### src/hdl/bilinear_point_sampler_assert.svh
// ----------------------------------------------------------------------------
// bilinear point sampler assertion macros
// shared concurrent assertion forms, compiled out with ASSERT_OFF
// ----------------------------------------------------------------------------
`ifndef BILINEAR_POINT_SAMPLER_ASSERT_SVH
`define BILINEAR_POINT_SAMPLER_ASSERT_SVH
`ifndef ASSERT_OFF
`define BPS_ASSERT(lbl, clk, rst_n, prop) \
    lbl: assert property (@(posedge clk) disable iff (!rst_n) (prop)) \
        else $error("bps property violated");
`define BPS_NEVER(lbl, clk, rst_n, cond) \
    lbl: assert property (@(posedge clk) disable iff (!rst_n) !(cond)) \
        else $error("bps forbidden condition seen");
`else
`define BPS_ASSERT(lbl, clk, rst_n, prop)
`define BPS_NEVER(lbl, clk, rst_n, cond)
`endif
`endif

### src/hdl/bps_pkg.sv
// ----------------------------------------------------------------------------
// bps_pkg
// shared types, widths and helpers of the bilinear point sampler
// ----------------------------------------------------------------------------
package bps_pkg;

    localparam int DEF_MAX_HEIGHT   = 32;
    localparam int DEF_MAX_WIDTH    = 32;
    localparam int DEF_MAX_CHANNELS = 16;
    localparam int DEF_FRAC_BITS    = 8;

    localparam int LOC_W      = 24;
    localparam int VAL_W      = 16;
    localparam int IDX_W      = 14;
    localparam int CRD_W      = 24;
    localparam int SCALE_W    = 16;
    localparam int DIM_W      = 6;
    localparam int NCH_W      = 5;
    localparam int CH_W       = 4;
    localparam int SAT_W      = 9;
    localparam int CFG_IDX_W  = 3;
    localparam int CFG_DATA_W = 24;

    typedef enum logic [CFG_IDX_W-1:0] {
        REG_SCALE        = 3'd0,
        REG_LOC_OFF_Y    = 3'd1,
        REG_LOC_OFF_X    = 3'd2,
        REG_MAP_HEIGHT   = 3'd3,
        REG_MAP_WIDTH    = 3'd4,
        REG_CHAN_COUNT   = 3'd5,
        REG_LAYOUT_NCHW  = 3'd6
    } t_reg_idx;

    typedef struct packed {
        logic [SCALE_W-1:0]      scale;
        logic signed [LOC_W-1:0] loc_off_y;
        logic signed [LOC_W-1:0] loc_off_x;
        logic [DIM_W-1:0]        map_height;
        logic [DIM_W-1:0]        map_width;
        logic [NCH_W-1:0]        chan_count;
        logic                    layout_nchw;
    } t_cfg;

    typedef struct packed {
        logic                    is_query;
        logic [IDX_W-1:0]        index;
        logic [VAL_W-1:0]        value;
        logic [CRD_W-1:0]        cy;
        logic [CRD_W-1:0]        cx;
    } t_cmd;

    function automatic logic [SAT_W-1:0] sat_val(input logic [DIM_W-1:0] v,
                                                 input logic [SAT_W-1:0] lo,
                                                 input logic [SAT_W-1:0] hi);
        logic [SAT_W-1:0] x;
        x = SAT_W'(v);
        if (x < lo) begin
            return lo;
        end
        if (x > hi) begin
            return hi;
        end
        return x;
    endfunction

endpackage

### src/hdl/bps_cmd_q.sv
// ----------------------------------------------------------------------------
// bps_cmd_q
// two-entry request queue between the front and the back
// ----------------------------------------------------------------------------
`include "bilinear_point_sampler_assert.svh"
module bps_cmd_q (
    input  logic          i_clk,
    input  logic          i_rst_n,
    input  logic          i_push,
    input  bps_pkg::t_cmd i_cmd,
    output logic          o_full,
    input  logic          i_pop,
    output bps_pkg::t_cmd o_cmd,
    output logic          o_empty
);
    import bps_pkg::*;

    t_cmd       r_mem [2];
    logic       r_wp, r_rp;
    logic [1:0] r_cnt;

    assign o_full  = (r_cnt == 2'd2);
    assign o_empty = (r_cnt == 2'd0);
    assign o_cmd   = r_mem[r_rp];

    always_ff @(posedge i_clk) begin
        if (!i_rst_n) begin
            r_wp  <= 1'b0;
            r_rp  <= 1'b0;
            r_cnt <= 2'd0;
        end else begin
            if (i_push) begin
                r_wp <= !r_wp;
            end
            if (i_pop) begin
                r_rp <= !r_rp;
            end
            r_cnt <= r_cnt + 2'(i_push) - 2'(i_pop);
        end
    end

    always_ff @(posedge i_clk) begin
        if (i_push) begin
            r_mem[r_wp] <= i_cmd;
        end
    end

    `BPS_NEVER(a_q_overflow, i_clk, i_rst_n, i_push && o_full)
    `BPS_NEVER(a_q_underflow, i_clk, i_rst_n, i_pop && o_empty)
    `BPS_NEVER(a_q_count, i_clk, i_rst_n, r_cnt == 2'd3)
endmodule

### config.mk
export PLATFORM = sky130hd
export DESIGN_NAME = bps_cmd_q
export DESIGN_NICKNAME = d
export VERILOG_FILES = /design/src/hdl/bps_pkg.sv /design/src/hdl/bps_cmd_q.sv
export VERILOG_INCLUDE_DIRS = /design/src /design/src/hdl
export SDC_FILE = /design/constraint.sdc
export NUM_CORES = 1
export LEC_CHECK = 0
export ABC_AREA = 0
export BUFFER_PORTS_ARGS = -buffer_cell sky130_fd_sc_hd__buf_2
export CORE_MARGIN = 3
export CORE_UTILIZATION = 52
export DETAILED_ROUTE_END_ITERATION = 7
export HOLD_SLACK_MARGIN = 0.08
export PLACE_DENSITY_LB_ADDON = 0.08
export SLEW_MARGIN = 20
export SYNTH_ARGS = -nofsm -noshare
export SYNTH_HDL_FRONTEND = slang
export SYNTH_SLANG_ARGS = --single-unit
### constraint.sdc
create_clock -name i_clk -period 7.45 [get_ports i_clk]
set_clock_uncertainty 0.15 [all_clocks]
set_input_delay 1.49 -clock i_clk [delete_from_list [all_inputs] [get_ports i_clk]]
set_output_delay 1.49 -clock i_clk [all_outputs]
set_load 0.02 [all_outputs]
# Word level (Yosys, flattened, before mapping)
# Memories as Yosys holds them, arrays and structs flattened. A register that Yosys moved wholly into a read port is not among the register bits.
# Cells that the tools add are included.
[totals]
register_bits = 4
latch_bits = 0
mem_bits_rw = 158
rom_bits = 0
elab_cells = 14
mem_count = 1
[op_classes]
add_sub_neg = 2
multipliers = 0
n_div = 0
order_cmp = 0
eq_ne = 1
shift = 0
mux = 4
n_bitwise = 0
reduce_logical = 3
[mem_list]
columns = ["name", "words", "word_bits", "read_ports", "rd_clocked_by_memory_dff", "wr", "line", "rtl"]
rows = [
  ["r_mem", 2, 79, 1, 1, 1, "bps_cmd_q.sv:18", "t_cmd r_mem [2];"],
]
[op_table]
columns = ["cell", "n"]
rows = [
  ["$mux W1", 4],
  ["$add A2 B1 Y2", 1],
  ["$eq A2 B2 Y1 const B", 1],
  ["$logic_not A1 Y1", 2],
  ["$logic_not A2 Y1", 1],
  ["$sub A2 B1 Y2", 1],
]

# Depth between registers and ports, before layout
# Gate-level depths: netlist of the first run.
[depth]
depth_word = 3
mapped_depth = 6
ltp_nobuf = 6

# Worst setup path before layout of the first run
# OpenSTA, ideal clock, no wires.
[synth_path]
kind = "input -> register"
startpoint = "input port i_push"
endpoint = "memory r_mem[0][0] in the netlist's numbering (enable)"
setup_time_ns = 0.527
t_arrival_ns = 4.976
required_ns = 6.773
path_slack_ns = 1.797
path_stages = 1
path_buffers = 0
path_cell_list = "nor2b_1"
[synth_between]
elab_chain_cells = 2
[synth_lines]
columns = ["item", "line", "rtl"]
rows = [
  ["from (decl)", "bps_cmd_q.sv:9", "input logic i_push,"],
  ["$mux W1", "bps_cmd_q.sv:43", "if (i_push) begin"],
  ["$mux W1 (implied by the code)", "bps_cmd_q.sv:44", "r_mem[r_wp] <= i_cmd;"],
  ["to (decl)", "bps_cmd_q.sv:18", ""],
]
# Every way passes these cells.

==> impl_results.md, run 1 <==
- Status: complete, no violations
- Residual DRC: 0
- Gr usage total: 0.163
- Max_cap viols: 0
- Gr ovfl total: 0
- Worst reg-to-reg setup slack: 5110 ps
- Fin. Hold Viols: 0
- Endpoints failing setup: 0
- GPL Wtd Cong: 0.698
- Highest-count cells in the layout ignoring fill and taps: buf_2, edfxtp_1, mux2_2
- Clock sink count: 163
- DRT Wirelength: 10300 um
- Final worst-path cycle share: 0.491
- Mapped Cells: 267
- Latest clock arrival within the worst-skew pair: 400 ps
- Mean routed wirelength per cell: 17.3 um
- Commonest non-fill, non-tap cell in the layout: buf_2
- PortBufs: 163
- Vias per cell: 5.03
- Syn Nets: 352
- Setup bufs post-CTS: 0
- Clk slew on worst S/H paths: 60 ps
- CTS buffer count: 17
- Synth top area share: 0.796
- Ratio of total power to cell area: 286 nW/um^2
- Starting Density: 0.540
- First drt pass iteration count: 4
- Rel. slew slack: 0.327
- Number of global-route vias before repair: 3085
- Initial antenna violation count: 2
- Core region area: 11000 um^2
- Via count: 3000
- HP Class: flop to flop
- Hold WS: 426 ps
- Cell variety after synth: 14
- RR Endpoint: r_mem[0][13]$_DFFE_PP_
- Crit Path Max Fanout: 43
- CTS resizes: 0
- Synth area leaders: edfxtp_1, mux2_2, mux2_4, dfxtp_1, buf_6
- Reg2Reg Depth: 2
- Layout cell share with drive strength beyond 1: 0.603
- Slew @ Worst Pin: 1010 ps
- Worst setup SP type: flop
- Synth Warn #: 0
- Hold depth: 2
- Hpwl dp: 6360 um
- Synth area leader: edfxtp_1
- Max IR drop VDD: 164 uV
- Antenna viol nets, final: 0
- I/O pin total: 164
- Hold buffers post-CTS: 0
- Worst Hold Launch: r_rp$_SDFFE_PN0P_
- Slew Viols, Final: 0
- Largest net degree at the start of global routing: 80
- Final core occ: 0.682
- Req. time, crit path: 5810 ps
- Cell Area, Synth: 5960 um^2
- Leak: 2.88 nW
- Critical path endpoint category: output pin
- Syn Area/Cell: 22.3 um^2
- Worst r2r src: r_wp$_SDFFE_PN0P_
- Yosys reg bits: 163
- Sequential-to-total area share from yosys stat: 0.813
- H-tree depth: 4
- DIE HEIGHT: 113 um
- Clk Tree Root Cell: clkbuf_16
- Max clock buf depth: 2
- CTS tree: done
- RSZ-0062 raised after global routing: false
- NumNets Final: 528
- Initial DRC count: 132
- Std cell rows: 38
- WS Path Type: flop to output pin
- CP Data Arrival Time: 2020 ps
- Die Footprint: 12800 um^2
- Fin Setup TNS: 0 ps
- P&R area growth vs syn: 26.2%
- Fmax: 274 MHz
- First-pass GRT wire length: 15700 um
- Min cycle time layout: 3660 ps
- DIE WIDTH: 113 um
[per-stage QoR]
| stage | worst slack [ps] | instance area (um^2) | power (mW) | cells |
|---|---|---|---|---|
| 2_1_floorplan | 1800 | 5960 | 1.26 | 267 |
| 3_3_place_gp | 3750 | 6910 | 1.34 | 562 |
| 6_report | 3790 | 7520 | 2.15 | 597 |
| 5_1_grt | 3670 | 7520 | 2.23 | 597 |
| 4_1_cts | 3620 | 7480 | 2.17 | 594 |
| 3_5_place_dp | 3730 | 6910 | 1.34 | 562 |
[worst max-delay path: stages (launching register included)]
cell     delay (ps)
dfxtp_4         720
buf_12          320
mux2_2          400
buf_2           170
[state kept, by name, summed over array words and instances (netlist names), named ones only]
register,cells
r_mem,158
r_cnt,2
r_wp,1
r_rp,1
[worst max path at each step]
stage	startpoint	to	slack (ps)	depth (start not counted)
final	flop	o_cmd[16]	3790	3
after global routing	flop	o_cmd[11]	3670	3
after CTS	flop	o_cmd[16]	3620	2
after detailed placement	i_push	r_mem[0][29]$_DFFE_PP_	3730	3
after global placement	i_push	r_mem[0][29]$_DFFE_PP_	3750	3
after floorplan	i_push	r_mem[0][0]$_DFFE_PP_	1800	1
[power by group]
group | leakage, nW | internal (mW) | switching [mW] | total [mW]
Clock | 0.285 | 0.517 | 0.310 | 0.827
Combinational | 1.07 | 0.106 | 0.136 | 0.242
Sequential | 1.53 | 1.06 | 0.0204 | 1.08
[layer usage]
layer  vias to the layer above  part of all wire  GRT usage
li1                       1407                 -          -
met3                        10             0.090     0.0706
met2                       117              0.49      0.256
met1                      1464              0.41      0.204
met4                         2            0.0088     0.0601
met5                         -           0.00068          0
[cell type report]
| class | instances | area (um^2) |
|---|---|---|
| fill | 763 | 3510 |
| sequential | 163 | 4850 |
| antenna | 1 | 2.50 |
| tap | 140 | 175 |
| clock inverter | 7 | 85.1 |
| inverter | 2 | 7.51 |
| multi-input combinational | 93 | 1050 |
| clock buffer | 25 | 485 |
| timing repair buffer | 166 | 863 |
[cells in the mapped netlist]
cell      number
edfxtp_1     158
mux2_2        69
mux2_4        10
buf_2          6
dfxtp_1        5
and2_1         4
nor2b_1        4
buf_6          3
ha_1           2
inv_1          2
nor2_1         1
o21a_1         1
xnor3_1        1
xor2_1         1
[kinds of logic after synthesis]
| logic type | count (synthesis) | synth area share |
|---|---|---|
| adder cells (fa/ha/maj) | 2 | 0.00420 |
| AO/OA/AOI/OAI | 1 | 0.00126 |
| XOR/XNOR | 2 | 0.00525 |
| multiplexers | 79 | 0.156 |
| flip-flops | 163 | 0.813 |
| AND/OR/NAND/NOR | 9 | 0.00902 |
| buffers and inverters | 11 | 0.0120 |
(Power assumes the default switching activity.)
==> inputs of run 2 (changes only) <==
==> constraint.sdc (replaced) <==
create_clock -name i_clk -period 3.5 [get_ports i_clk]
set_clock_uncertainty 0.15 [all_clocks]
set_input_delay 0.7 -clock i_clk [delete_from_list [all_inputs] [get_ports i_clk]]
set_output_delay 0.7 -clock i_clk [all_outputs]
set_load 0.02 [all_outputs]
==> impl_results.md, run 2 (synthesis gave the netlist of run 1 again) <==
- Status: complete, no violations
- Fillers: 782
- I/O pin total: 164
- Max_cap viols: 0
- Hold buffers post-CTS: 0
- Initial antenna violation count: 0
- CTS buffer count: 17
- Clk pwr share: 0.389
- Commonest non-fill, non-tap cell in the layout: buf_2
- Largest register FFs: 158
- PortBufs: 163
- Initial DRC count: 150
- CP bufs+invs: 2
- Die Footprint: 12800 um^2
- DIE HEIGHT: 113 um
- Mean routed wirelength per cell: 17.2 um
- Gr usage total: 0.166
- Req. time, crit path: 2650 ps
- Ratio of total power to cell area: 612 nW/um^2
- RSZ-0062 raised after global routing: false
- CTS tree: done
- Number of global-route vias before repair: 3206
- Max IR drop VDD: 348 uV
- CP Data Arrival Time: 2000 ps
- Placed cells: 567
- Cell Chain, Critical Path: buf_12 > mux2_2 > buf_2
- Critical path endpoint category: output pin
- WS Path Type: flop to output pin
- Max clock buf depth: 2
- Worst setup SP type: flop
- Fin. Hold Viols: 0
- CTS resizes: 0
- Slew @ Worst Pin: 654 ps
- Starting Density: 0.540
- Latest clock arrival within the worst-skew pair: 410 ps
- HP Class: input pin to flop
- Via count: 3004
- Largest delay share family, worst path: flip-flops
- Fmax: 351 MHz
- Core region area: 11000 um^2
- Std cell rows: 38
- Gr ovfl total: 0
- DRT Wirelength: 10300 um
- Setup bufs post-CTS: 0
- Highest-count cells in the layout ignoring fill and taps: buf_2, edfxtp_1, mux2_2
- Worst setup margin: 649 ps
- Clk Tree Root Cell: clkbuf_16
- Layout cell share with drive strength beyond 1: 0.603
- Net Sw Frac: 0.219
- Final Non-Filler Cells: 599
- Crit Path Max Fanout: 42
- H-tree depth: 4
- Clock sink count: 163
- First-pass GRT wire length: 15800 um
- Place WS: 1040 ps
- Final core occ: 0.683
- Switch Pwr: 1.01 mW
- Slowest cell delay on critical path: 690 ps
- Fin Setup TNS: 0 ps
- P_int: 3.60 mW
- N_diodes: 0
- Min cycle time layout: 2850 ps
- NumNets Final: 531
- Rel. slew slack: 0.564
- Final worst-path cycle share: 0.815
- Clk slew on worst S/H paths: 60 ps
- DIE WIDTH: 113 um
- Leak: 2.88 nW
- Combinational share of power: 0.112
- Largest net degree at the start of global routing: 50
- Most flops, register: r_mem
- Crit-path slowest cell: dfxtp_4
- P&R area growth vs syn: 26.4%
- Sequential power share: 0.499
- Hpwl dp: 6750 um
- Vias per cell: 5.02
- Largest regs: r_mem x158, r_cnt x2
- Slew Viols, Final: 0
- First drt pass iteration count: 4
- Antenna viol nets, final: 0
- Endpoints failing setup: 0
- Residual DRC: 0
- GPL Wtd Cong: 0.728
run 2: per-layer routing:
| layer | wire length, um | share of wire | track usage | vias to the layer above |
|---|---|---|---|---|
| li1 | - | - | - | 1413 |
| met1 | 4240 | 0.41 | 0.198 | 1477 |
| met2 | 5130 | 0.50 | 0.270 | 103 |
| met3 | 798 | 0.077 | 0.0668 | 11 |
| met4 | 139 | 0.013 | 0.0697 | 0 |
| met5 | 0 | 0 | 0 | - |
run 2: power by group through the flow:
| stage | clock [mW] | sequential, mW | combinational, mW |
|---|---|---|---|
| after floorplan | 0 | 2.32 | 0.353 |
| after global placement | 0 | 2.34 | 0.518 |
| after detailed placement | 0 | 2.34 | 0.525 |
| after CTS | 1.83 | 2.30 | 0.527 |
| after global routing | 1.91 | 2.31 | 0.557 |
| final | 1.79 | 2.30 | 0.518 |
run 2: worst register-to-register path: cells and delay by family (launching register included):
family / cells / cell delay, ps
and+or+nand+nor: 1 / 580
buffers and inverters: 1 / 380
DFF: 1 / 380
run 2: worst paths after layout:
kind / to / start / cells after the start / slack [ps]
min reg2reg: flop / r_rp$_SDFFE_PN0P_ / 2 / 420
max reg2reg: r_mem[1][59]$_DFFE_PP_ / r_wp$_SDFFE_PN0P_ / 2 / 1700
min: r_mem[1][48]$_DFFE_PP_ / i_cmd[48] / 1 / 320
max: o_cmd[5] / flop / 3 / 650
run 2: cell type report:
cell class / count / area, um^2 / share of cell area
multi-input cells: 93 / 1050 / 0.140
repair buffers: 169 / 873 / 0.116
clock inverters: 10 / 133 / 0.0176
clock buffers: 22 / 444 / 0.0589
inverters: 2 / 7.51 / 0.000996
well taps: 140 / 175 / 0.0232
flip-flops and latches: 163 / 4850 / 0.643
run 2: metrics by stage:
stage / power [mW] / hold WS (ps) / cell area, um^2
after detailed placement: 2.87 / 416 / 6960
after CTS: 4.66 / 309 / 7540
after global placement: 2.85 / 408 / 6960
after global routing: 4.78 / 305 / 7540
after floorplan: 2.67 / 405 / 5960
final: 4.61 / 323 / 7540
