[src/hdl/bilinear_point_sampler_assert.svh]
// ----------------------------------------------------------------------------
// bilinear point sampler assertion macros
// shared concurrent assertion forms, compiled out with ASSERT_OFF
// ----------------------------------------------------------------------------
`ifndef BILINEAR_POINT_SAMPLER_ASSERT_SVH
`define BILINEAR_POINT_SAMPLER_ASSERT_SVH
`ifndef ASSERT_OFF
`define BPS_ASSERT(lbl, clk, rst_n, prop) \
    lbl: assert property (@(posedge clk) disable iff (!rst_n) (prop)) \
        else $error("bps property violated");
`define BPS_NEVER(lbl, clk, rst_n, cond) \
    lbl: assert property (@(posedge clk) disable iff (!rst_n) !(cond)) \
        else $error("bps forbidden condition seen");
`else
`define BPS_ASSERT(lbl, clk, rst_n, prop)
`define BPS_NEVER(lbl, clk, rst_n, cond)
`endif
`endif

[src/hdl/bps_pkg.sv]
// ----------------------------------------------------------------------------
// bps_pkg
// shared types, widths and helpers of the bilinear point sampler
// ----------------------------------------------------------------------------
package bps_pkg;

    localparam int DEF_MAX_HEIGHT   = 32;
    localparam int DEF_MAX_WIDTH    = 32;
    localparam int DEF_MAX_CHANNELS = 16;
    localparam int DEF_FRAC_BITS    = 8;

    localparam int LOC_W      = 24;
    localparam int VAL_W      = 16;
    localparam int IDX_W      = 14;
    localparam int CRD_W      = 24;
    localparam int SCALE_W    = 16;
    localparam int DIM_W      = 6;
    localparam int NCH_W      = 5;
    localparam int CH_W       = 4;
    localparam int SAT_W      = 9;
    localparam int CFG_IDX_W  = 3;
    localparam int CFG_DATA_W = 24;

    typedef enum logic [CFG_IDX_W-1:0] {
        REG_SCALE        = 3'd0,
        REG_LOC_OFF_Y    = 3'd1,
        REG_LOC_OFF_X    = 3'd2,
        REG_MAP_HEIGHT   = 3'd3,
        REG_MAP_WIDTH    = 3'd4,
        REG_CHAN_COUNT   = 3'd5,
        REG_LAYOUT_NCHW  = 3'd6
    } t_reg_idx;

    typedef struct packed {
        logic [SCALE_W-1:0]      scale;
        logic signed [LOC_W-1:0] loc_off_y;
        logic signed [LOC_W-1:0] loc_off_x;
        logic [DIM_W-1:0]        map_height;
        logic [DIM_W-1:0]        map_width;
        logic [NCH_W-1:0]        chan_count;
        logic                    layout_nchw;
    } t_cfg;

    typedef struct packed {
        logic                    is_query;
        logic [IDX_W-1:0]        index;
        logic [VAL_W-1:0]        value;
        logic [CRD_W-1:0]        cy;
        logic [CRD_W-1:0]        cx;
    } t_cmd;

    function automatic logic [SAT_W-1:0] sat_val(input logic [DIM_W-1:0] v,
                                                 input logic [SAT_W-1:0] lo,
                                                 input logic [SAT_W-1:0] hi);
        logic [SAT_W-1:0] x;
        x = SAT_W'(v);
        if (x < lo) begin
            return lo;
        end
        if (x > hi) begin
            return hi;
        end
        return x;
    endfunction

endpackage

[src/hdl/bps_front.sv]
// ----------------------------------------------------------------------------
// bps_front
// accepts requests, maps query locations into clamped map coordinates
// ----------------------------------------------------------------------------
`include "bilinear_point_sampler_assert.svh"
module bps_front #(
    parameter int MAX_HEIGHT = bps_pkg::DEF_MAX_HEIGHT,
    parameter int MAX_WIDTH  = bps_pkg::DEF_MAX_WIDTH,
    parameter int FRAC_BITS  = bps_pkg::DEF_FRAC_BITS
) (
    input  logic                           i_clk,
    input  logic                           i_rst_n,
    input  bps_pkg::t_cfg                  i_cfg,
    input  logic                           push,
    output logic                           full,
    input  logic                           i_req_type,
    input  logic [bps_pkg::IDX_W-1:0]      i_element_index,
    input  logic signed [bps_pkg::VAL_W-1:0] i_element_value,
    input  logic signed [bps_pkg::LOC_W-1:0] i_loc_y,
    input  logic signed [bps_pkg::LOC_W-1:0] i_loc_x,
    output logic                           o_q_push,
    output bps_pkg::t_cmd                  o_q_cmd,
    input  logic                           i_q_full
);
    import bps_pkg::*;

    localparam int NUM_W = LOC_W + FRAC_BITS;
    localparam int CNT_W = $clog2(NUM_W + 1);
    localparam int REM_W = SCALE_W + 1;

    typedef enum logic [2:0] {
        F_IDLE = 3'b001,
        F_DIV  = 3'b010,
        F_PUSH = 3'b100
    } t_fstate;

    t_fstate            r_state, n_state;
    logic [CNT_W-1:0]   r_cnt;
    logic [NUM_W-1:0]   r_num_y, r_num_x;
    logic [REM_W-1:0]   r_rem_y, r_rem_x;
    logic               r_is_query;
    logic [IDX_W-1:0]   r_index;
    logic [VAL_W-1:0]   r_value;

    logic               accept;
    logic signed [LOC_W:0] dy, dx;
    logic [NUM_W-1:0]   num_y, num_x;
    logic [REM_W-1:0]   div_s, sh_y, sh_x;
    logic               ge_y, ge_x;
    logic [SAT_W-1:0]   h_s, w_s;
    logic [NUM_W-1:0]   top_y, top_x, crd_y, crd_x;

    assign accept = push && (r_state == F_IDLE);
    assign full   = (r_state != F_IDLE);

    assign dy = {i_loc_y[LOC_W-1], i_loc_y} - {i_cfg.loc_off_y[LOC_W-1], i_cfg.loc_off_y};
    assign dx = {i_loc_x[LOC_W-1], i_loc_x} - {i_cfg.loc_off_x[LOC_W-1], i_cfg.loc_off_x};
    // non-positive distance truncates to at most zero and clamps to zero
    assign num_y = (dy[LOC_W] || (dy == '0)) ? '0 : {dy[LOC_W-1:0], {FRAC_BITS{1'b0}}};
    assign num_x = (dx[LOC_W] || (dx == '0)) ? '0 : {dx[LOC_W-1:0], {FRAC_BITS{1'b0}}};

    assign div_s = (i_cfg.scale == '0) ? REM_W'(1) : REM_W'(i_cfg.scale);
    assign sh_y  = {r_rem_y[REM_W-2:0], r_num_y[NUM_W-1]};
    assign sh_x  = {r_rem_x[REM_W-2:0], r_num_x[NUM_W-1]};
    assign ge_y  = (sh_y >= div_s);
    assign ge_x  = (sh_x >= div_s);

    assign h_s   = sat_val(i_cfg.map_height, SAT_W'(2), SAT_W'(MAX_HEIGHT));
    assign w_s   = sat_val(i_cfg.map_width, SAT_W'(2), SAT_W'(MAX_WIDTH));
    assign top_y = ((NUM_W'(h_s) - NUM_W'(1)) << FRAC_BITS) - NUM_W'(1);
    assign top_x = ((NUM_W'(w_s) - NUM_W'(1)) << FRAC_BITS) - NUM_W'(1);
    assign crd_y = (r_num_y > top_y) ? top_y : r_num_y;
    assign crd_x = (r_num_x > top_x) ? top_x : r_num_x;

    assign o_q_push         = (r_state == F_PUSH) && !i_q_full;
    assign o_q_cmd.is_query = r_is_query;
    assign o_q_cmd.index    = r_index;
    assign o_q_cmd.value    = r_value;
    assign o_q_cmd.cy       = CRD_W'(crd_y);
    assign o_q_cmd.cx       = CRD_W'(crd_x);

    always_comb begin
        n_state = r_state;
        unique case (r_state)
            F_IDLE: begin
                if (accept) begin
                    n_state = i_req_type ? F_DIV : F_PUSH;
                end
            end
            F_DIV: begin
                if (r_cnt == CNT_W'(1)) begin
                    n_state = F_PUSH;
                end
            end
            F_PUSH: begin
                if (!i_q_full) begin
                    n_state = F_IDLE;
                end
            end
            default: n_state = F_IDLE;
        endcase
    end

    always_ff @(posedge i_clk) begin
        if (!i_rst_n) begin
            r_state <= F_IDLE;
            r_cnt   <= '0;
        end else begin
            r_state <= n_state;
            if (accept) begin
                r_cnt <= CNT_W'(NUM_W);
            end else if (r_state == F_DIV) begin
                r_cnt <= r_cnt - CNT_W'(1);
            end
        end
    end

    always_ff @(posedge i_clk) begin
        if (accept) begin
            r_is_query <= i_req_type;
            r_index    <= i_element_index;
            r_value    <= i_element_value;
            r_num_y    <= num_y;
            r_num_x    <= num_x;
            r_rem_y    <= '0;
            r_rem_x    <= '0;
        end else if (r_state == F_DIV) begin
            r_rem_y <= ge_y ? (sh_y - div_s) : sh_y;
            r_rem_x <= ge_x ? (sh_x - div_s) : sh_x;
            r_num_y <= {r_num_y[NUM_W-2:0], ge_y};
            r_num_x <= {r_num_x[NUM_W-2:0], ge_x};
        end
    end

    `BPS_ASSERT(a_div_count, i_clk, i_rst_n, (r_state == F_DIV) |-> (r_cnt != '0))
    `BPS_ASSERT(a_push_load, i_clk, i_rst_n, (accept && !i_req_type) |=> (r_state == F_PUSH))
    `BPS_NEVER(a_push_state, i_clk, i_rst_n, o_q_push && (r_state != F_PUSH))
endmodule

[config.mk]
export PLATFORM = sky130hd
export DESIGN_NAME = bps_front
export DESIGN_NICKNAME = d
export VERILOG_FILES = /design/src/hdl/bps_pkg.sv /design/src/hdl/bps_front.sv
export VERILOG_INCLUDE_DIRS = /design/src /design/src/hdl
export SDC_FILE = /design/constraint.sdc
export NUM_CORES = 1
export LEC_CHECK = 0
export ABC_AREA = 1
export BUFFER_PORTS_ARGS = -buffer_cell sky130_fd_sc_hd__buf_2
export CORE_UTILIZATION = 57
export DETAILED_ROUTE_END_ITERATION = 10
export HOLD_SLACK_MARGIN = 0.08
export PLACE_DENSITY_LB_ADDON = 0.15
export SKIP_LAST_GASP = 1
export SYNTH_ARGS = -nofsm -noshare
export SYNTH_HDL_FRONTEND = slang
export SYNTH_SLANG_ARGS = --single-unit
[constraint.sdc]
create_clock -name i_clk -period 5.1 [get_ports i_clk]
set_input_delay 0.765 -clock i_clk [delete_from_list [all_inputs] [get_ports i_clk]]
set_output_delay 0.765 -clock i_clk [all_outputs]
set_load 0.02 [all_outputs]
# ---- Yosys cells after proc, flatten, opt, wreduce, memory -nomap -nowiden
# Cells that the tools add are included.
dict set report op_classes {
  n_lt_le_gt_ge 8
  n_reduce_logical 11
  n_mux 32
  addsub 9
  eq_ne 8
  bitwise 1
}
# operator count
set op_table {}
lappend op_table {{$mux W32} 6}
lappend op_table {{$mux W9} 8}
lappend op_table {{$gt A32 B32 Y1} 2}
lappend op_table {{$logic_not A25 Y1} 2}
lappend op_table {{$sub A24 B24 Y25} 2}
lappend op_table {{$mux W16} 3}
lappend op_table {{$mux W24} 2}
lappend op_table {{$sub A18 B2 Y19 const B} 2}
lappend op_table {{$ge A17 B16 Y1} 2}
lappend op_table {{$sub A16 B16 Y16} 2}
lappend op_table {{$sub A9 B1 Y10 const B} 2}
lappend op_table {{$logic_not A16 Y1} 1}
lappend op_table {{$gt A6 B6 Y1 const B} 2}
lappend op_table {{$lt A6 B2 Y1 const B} 2}
lappend op_table {{$mux W3} 4}
lappend op_table {{$mux W6} 2}
lappend op_table {{$pmux W3 S3} 1}
lappend op_table {{$eq A6 B1 Y1 const B} 1}
lappend op_table {{$mux W1} 6}
lappend op_table {{$ne A2 B2 Y1 const B} 3}
lappend op_table {{$sub A6 B1 Y6 const B} 1}
lappend op_table {{$eq A3 B1 Y1 const B} 1}
lappend op_table {{$eq A3 B2 Y1 const B} 1}
lappend op_table {{$eq A3 B3 Y1 const B} 1}
lappend op_table {{other kinds (8)} 10}
dict set report word_totals {
  wordCells 79
  in_bits 165
  reg_bits 136
  output_inout_bits 81
}

# ---- Depth between registers and ports, before layout
# Gate-level depths: netlist of the first run.
dict set report logic_depth {
  ltp_word 9
  ltp_mapped 28
  mapped_depth_nobuf 27
}

# ---- Worst setup path before layout of the first run
# No wires, ideal clock.
dict set report synth_timing {
  kind {in2out}
  startpoint {input i_cfg[16] in the netlist's numbering}
  endpoint {output o_q_cmd[42] in the netlist's numbering}
  required_time_ns 4.335
  path_buffers 1
  setup_slack_ns 0.364
  path_stages 23
  arrival_ns 3.971
  path_cell_list {nor2_1 inv_1 nor2_1 o21ai_0 ha_1 nand2_1 o211ai_2 nand2_1 or3b_2 nor2_1 nor2_1 ha_1 nand2_1 inv_1 nand4_2 inv_2 nand3_1 nor2_2 nand3_4 nand2_4 buf_6 nand2_1 nand2_1}
}
# item line_no
set synth_rtl {}
lappend synth_rtl {{start, declared} bps_front.sv:13} ;# input bps_pkg::t_cfg i_cfg,
lappend synth_rtl {{end, declared} bps_front.sv:22} ;# output bps_pkg::t_cmd o_q_cmd,

==> results by group, run 1 <==
Logic synthesis
  • Synth top area cells: edfxtp_1 23%, nand2_1 13%, ha_1 12%
  • Mapped Area: 12300 um2
  • Syn nets: 2033
  • Synth Instances: 1742
  • Yosys warning total: 0
  • Distinct cell type count after synthesis: 56
  • Seq/Total Area, Yosys: 0.299
  • Post-synth ARST share: 0
  • Syn Area/Cell: 7.05 um2
  • Ys flop type: edfxtp_1
  • Yosys reg bits: 136
  • Post-synth top area cell: edfxtp_1
  • EDFF count, synth: 95
  • Share of Yosys cell area claimed by the top area cell type: 0.232

Die
  • I/O pins: 246
  • Die area: 22100 um2
  • Core box area: 21100 um2
  • Starting density of the core: 0.582
  • FP Rows: 53
  • Die height: 149 um
  • DIE WIDTH: 149 um

Detailed routing
  • Routed WL: 31600 um
  • Drt initial violations: 680
  • ANT nets after route: 0
  • Vias: 12200
  • WL per Instance: 13.8 um
  • # DRC: 0
  • Pre-antenna DRT Iters: 5
  • Vias per inst: 5.34

Clock network
  • TritonCTS clock tree: done
  • Hold_buf cts: 0
  • Sink Count: 136
  • Clock-pin slew on the worst setup and hold paths: 0.06 ns
  • CTS Buf Count: 17
  • Clock Path Buffers: 2
  • H-tree levels: 4
  • Clk root buf: clkbuf_16
  • Clock Latency Late Sink: 0.43 ns

Global routing
  • GRT met1 Usage: 0.341
  • Met2 GRT Util: 0.506
  • Gr busiest metal: met2
  • Largest net degree at the start of global routing: 71
  • Initial antenna violation count: 3
  • First-pass GRT wire length: 50500 um
  • Congestion Overflow GR: 0
  • Vias in the first global route: 11200
  • Overall routing resource usage: 0.279
  • Met3 Track Usage GR: 0.0404

Final layout
  • Area Overhead vs Synth: 19.4%
  • Seq. cell area: 3670 um2
  • Footprint of the multi-input gates: 7610 um2
  • Most frequent cells in the layout: 430 x nand2_1, 250 x inv_1, 238 x buf_2, 168 x nand3_1, 129 x nor2_1
  • FILL cells: 1879
  • Most common cell after layout, fill and taps aside: nand2_1
  • Nets: 2283
  • Final Cell Area: 14700 um2
  • Fraction of layout instances using a drive strength above 1: 0.184

STA
  • Min Clock Period, post-route: 4.95 ns
  • Setup violators final: 0
  • Post-route setup TNS: 0 ns
  • Least-Margin Pin Slew: 0.843 ns
  • Max Clock Skew: 0.0106 ns
  • Final hold violation count: 0
  • RSZ-0062 raised after global routing: yes
  • Period utilisation layout: 0.970
  • Relative slew margins: 0.437
  • Fmax: 202 MHz
  • Max Slew Vio Count: 0

Placement
  • Hpwl dp: 23700 um
  • Placement Cell Area: 13700 um2
  • IO Port Bufs: 239
  • Global placement routability congestion: 0.896

Setup path
  • CP max-delay cell: or3b_4
  • Crit-path max FO: 10
  • Crit start category: primary input
  • Crit-path max cell delay: 0.41 ns
  • WP data arrival: 4.18 ns
  • CP Cell Sequence: buf_2 -> nor2_4 -> inv_2 -> nor2_1 -> o21ai_1 -> buf_4 -> buf_4 -> ha_1 -> nand3b_1 -> and2_4 -> or3b_4 -> o21ai_2 -> inv_1 -> ha_1 -> nand2_1 -> inv_1 -> o21ai_0 -> o211ai_1 -> nand3_2 -> nand3_4 -> buf_8 -> or2_1 -> buf_2
  • Nature of the critical path endpoint: output pin
  • Worst EP required: 4.34 ns
  • Critical path type: in2out

Worst hold path
  • Worst hold path class: reg2reg

Power and ir drop
  • Max rail drop VDD: 0.340 mV
  • Power Dens Cells: 283 nW/um2
  • Leak Pwr: 7.73 nW

Job
  • Max Cap Viol: 0

Outcome
  • Status: completed
==> area by class of cell <==
type                       instances  share of cell area
clock buffer                      17              0.0290
inverter                         261              0.0670
clock inverter                    15             0.00887
sequential                       136               0.251
antenna                            3            0.000512
tap                              275              0.0235
timing repair buffer             273               0.101
multi-input combinational       1303               0.519
==> metal layers <==
layer | share of wire | vias to the layer above | wire length, um
met3 | 0.047 | 44 | 1490
li1 | - | 6280 | -
met5 | 0 | - | 0
met4 | 0.020 | 0 | 640
met2 | 0.51 | 296 | 16000
met1 | 0.42 | 5580 | 13400
==> synth_stat cells (6+ instances only) <==
cell and number:
dfxtp_1 41, nand4_1 18, a21oi_1 122, clkbuf_1 27
nor3_1 17, o211ai_1 6, ha_1 122, xor2_1 41
buf_2 6, o21ai_1 6, nand2_2 7, nor2_1 136
a21o_1 14, inv_1 253, inv_2 6, o21ai_0 83
a21boi_0 6, nand3_1 170, xnor2_1 30, nand3_2 6
o21bai_1 12, nor4_1 14, nand2_1 434, edfxtp_1 95
==> stage by stage <==
stage / setup slack (ns) / total power, W / utilization / hold WS (ns) / instances
after floorplan: 0.364 / 0.00251 / - / 0.446 / 1742
after global placement: -0.0185 / 0.00288 / 0.652 / 0.462 / 2229
after detailed placement: -0.0375 / 0.00292 / 0.652 / 0.477 / 2229
after CTS: 0.0311 / 0.00410 / 0.678 / 0.487 / 2261
after global routing: -0.0894 / 0.00441 / 0.695 / 0.491 / 2282
final: 0.151 / 0.00415 / 0.695 / 0.488 / 2283
==> sequential cells by signal (all words and copies together), names as in the netlist, 3 cells and up <==
register	cells
r_cnt	6
r_rem_y	16
r_num_y	32
r_value	16
r_state	3
r_index	14
r_num_x	32
r_rem_x	16
==> cell families (layout without fill, tap and decap cells) <==
kind of cell,Yosys count,after routing,share of synthesized area
flops,136,136,0.299
other cells,0,3,0
xor+xnor,71,71,0.0506
compound gates,269,269,0.123
fa+ha+maj,126,126,0.131
buf+inv,306,566,0.0981
simple gates,834,837,0.299
==> power by group <==
part / internal [W] / switching, W / total, W
Combinational: 0.000542 / 0.000964 / 0.00151
Sequential: 0.00136 / 0.000103 / 0.00146
Clock: 0.000641 / 0.000537 / 0.00118
Total: 0.00254 / 0.00160 / 0.00415
==> final timing paths <==
check,start,to,slack [ns],cells past startpoint
hold / removal,r_rem_x[7],r_rem_x[7],0.49,2
hold reg to reg,r_rem_x[7],r_rem_x[7],0.49,2
setup / recovery,i_cfg[16],o_q_cmd[31],0.15,23
setup reg to reg,r_num_y[31],r_rem_y[12],1.84,13
==> critical path, delay by kind of cell <==
kind / cells / cell delay (ns)
and+or+nand+nor: 9 / 1.48
AOI/OAI and AO/OA: 4 / 0.55
adders and majority gates: 2 / 0.47
buffers and inverters: 8 / 0.92
==> what timing repair did <==
item                                   4_1_cts  5_1_grt
setup endpoints to repair                   11       48
pin swaps                                    0       17
resized for setup                            1       44
endpoints found under the hold margin        0        0
cloned                                       0        4
buffers inserted                             0       15
(Power assumes the default switching activity.)
==> run 2, diff against run 1 <==
--- a/config.mk
+++ b/config.mk
@@ -13,6 +13,7 @@
 export HOLD_SLACK_MARGIN = 0.08
 export PLACE_DENSITY_LB_ADDON = 0.15
 export SKIP_LAST_GASP = 1
+export SLEW_MARGIN = 20
 export SYNTH_ARGS = -nofsm -noshare
 export SYNTH_HDL_FRONTEND = slang
 export SYNTH_SLANG_ARGS = --single-unit
==> constraint.sdc (replaced) <==
create_clock -name i_clk -period 5.1 [get_ports i_clk]
set_input_delay 0.765 -clock i_clk [delete_from_list [all_inputs] [get_ports i_clk]]
set_output_delay 0.765 -clock i_clk [all_outputs]
set_load 0.01 [all_outputs]
==> run 2 against run 1 <==
  * Critical path depth is 3 higher
  * Non-clock buffer count is 7 lower
  * Fmax is 2.2% higher
  * Sequential power hardly changed
  * Clock skew is 0.00082 ns higher
  * Hold slack worse by 0.015 ns
==> results by group, run 2 (same netlist as run 1, synthesis figures left out) <==
Worst hold path
  • Worst hold endpoint: r_rem_y[15]
  • Hold Path Cell Cnt: 2
  • Worst hold path class: reg2reg
  • Worst hold path startpoint: r_rem_y[15]

Clock network
  • Clock Path Buffers: 2
  • Clk root buf: clkbuf_16
  • CTS Buf Count: 17
  • Sink Count: 136
  • Clock Latency Late Sink: 0.44 ns
  • TritonCTS clock tree: done
  • Clock-pin slew on the worst setup and hold paths: 0.06 ns
  • Hold_buf cts: 0
  • H-tree levels: 4

Setup path
  • Critical path type: in2out
  • Crit-path max FO: 22
  • Setup slack, reg-to-reg: 1.82 ns
  • Crit-path max cell delay: 0.31 ns
  • CP max-delay cell: ha_1
  • Reg2reg path depth: 13
  • Delay-heaviest family, CP: simple AND/OR/NAND/NOR gates
  • WP data arrival: 4.08 ns
  • Cell mode on critical path: nand2_1
  • WP buf/inv: 4
  • Worst Setup SP: i_cfg[10]
  • Number of cells on the critical path: 26
  • Crit start category: primary input
  • R2r endpoint: r_rem_y[0]
  • Nature of the critical path endpoint: output pin
  • RR Startpoint: r_num_y[31]
  • Worst EP required: 4.34 ns

Final layout
  • Final Cell Area: 14500 um2
  • Most frequent cells in the layout: 431 x nand2_1, 250 x inv_1, 239 x buf_2, 167 x nand3_1, 128 x nor2_1
  • Most common cell after layout, fill and taps aside: nand2_1
  • Largest regs: r_num_x x32, r_num_y x32
  • Nets: 2273
  • FILL cells: 1889
  • Fraction of layout instances using a drive strength above 1: 0.180
  • Area Overhead vs Synth: 18.4%

Power and ir drop
  • Sw power: 0.00153 W
  • Power Dens Cells: 280 nW/um2
  • Seq pwr share: 0.359
  • Leak Pwr: 7.66 nW
  • Clock power frac: 0.297
  • Pint: 0.00254 W
  • Max rail drop VDD: 0.253 mV
  • Combinational fraction of design power: 0.344
  • Sw Ratio: 0.376

Die
  • FP Rows: 53
  • Die height: 149 um
  • I/O pins: 246
  • Starting density of the core: 0.582
  • Core box area: 21100 um2
  • Die area: 22100 um2
  • DIE WIDTH: 149 um

STA
  • Max Slew Vio Count: 0
  • RSZ-0062 raised after global routing: yes
  • Least-Margin Pin Slew: 0.868 ns
  • Setup violators final: 0
  • Max Clock Skew: 0.0114 ns
  • Min Clock Period, post-route: 4.84 ns
  • Final hold violation count: 0
  • Period utilisation layout: 0.950
  • Min Hold Slack: 0.473 ns
  • Relative slew margins: 0.420
  • Fmax: 206 MHz

Global routing
  • Congestion Overflow GR: 0
  • Met3 Track Usage GR: 0.0394
  • Overall routing resource usage: 0.277
  • First-pass GRT wire length: 49900 um
  • Largest net degree at the start of global routing: 71
  • Initial antenna violation count: 1
  • Gr busiest metal: met2
  • Met2 GRT Util: 0.512
  • GRT met1 Usage: 0.332
  • Vias in the first global route: 11200

Detailed routing
  • Drt initial violations: 576
  • Routed WL: 30800 um
  • ANT nets after route: 0
  • Pre-antenna DRT Iters: 7
  • Vias per inst: 5.33
  • # DRC: 0
  • WL per Instance: 13.6 um
  • Vias: 12100

Placement
  • IO Port Bufs: 239
  • Placement Cell Area: 13800 um2
  • Global placement routability congestion: 0.894
  • Hpwl dp: 23900 um

Outcome
  • Status: completed

Job
  • Max Cap Viol: 0
==> run 2: worst max path at each step <==
stage | endpoint | slack (ns)
after floorplan | o_q_cmd[42] | 0.43
after global placement | o_q_cmd[8] | 0.17
after detailed placement | o_q_cmd[31] | 0.06
after CTS | o_q_cmd[31] | 0.03
after global routing | o_q_cmd[8] | -0.06
final | o_q_cmd[8] | 0.26
==> run 2: worst reg2reg max path: cells and delay by family (launching register included) <==
kind	cells	cell delay [ns]
flops	1	0.49
compound gates	5	0.88
simple gates	6	1.42
fa+ha+maj	1	0.24
buf+inv	1	0.08
==> run 2: timing repair <==
action | 4_1_cts | 5_1_grt
gates resized for setup | 0 | 34
buffers inserted | 0 | 8
endpoints found under the setup margin | 0 | 48
==> run 2: stage by stage <==
stage               power (W)  setup TNS (ns)  setup WS (ns)   util  std cells
global route          0.00434          -0.228        -0.0643  0.689       2270
detailed placement    0.00285               0         0.0569  0.653       2230
CTS                   0.00406               0         0.0343  0.680       2262
floorplan             0.00243               0          0.426      -       1742
finish                0.00408               0          0.256  0.689       2271
global placement      0.00281               0          0.167  0.653       2230
==> run 2: power groups by stage <==
stage	combinational [W]	sequential, W	clock (W)
2_1_floorplan	0.000968	0.00146	0
3_3_place_gp	0.00133	0.00148	0
3_5_place_dp	0.00137	0.00148	0
4_1_cts	0.00138	0.00146	0.00122
5_1_grt	0.00159	0.00148	0.00127
6_report	0.00140	0.00146	0.00121
==> run 2: area by class of cell <==
| class | count | area [um2] | share of cell area |
|---|---|---|---|
| inverter | 261 | 982 | 0.0676 |
| clock buffer | 17 | 425 | 0.0293 |
| timing repair buffer | 266 | 1420 | 0.0976 |
| antenna | 1 | 2.50 | 0.000172 |
| multi-input combinational | 1300 | 7530 | 0.519 |
| clock inverter | 15 | 150 | 0.0103 |
| tap | 275 | 344 | 0.0237 |
| sequential | 136 | 3670 | 0.253 |
==> run 2: metal layers <==
layer  share of wire  vias up  wire [um]
met1            0.43     5519      13100
met5               0        -          0
met2            0.51      301      15600
li1                -     6244          -
met3           0.049       46       1520
met4           0.018        0        568
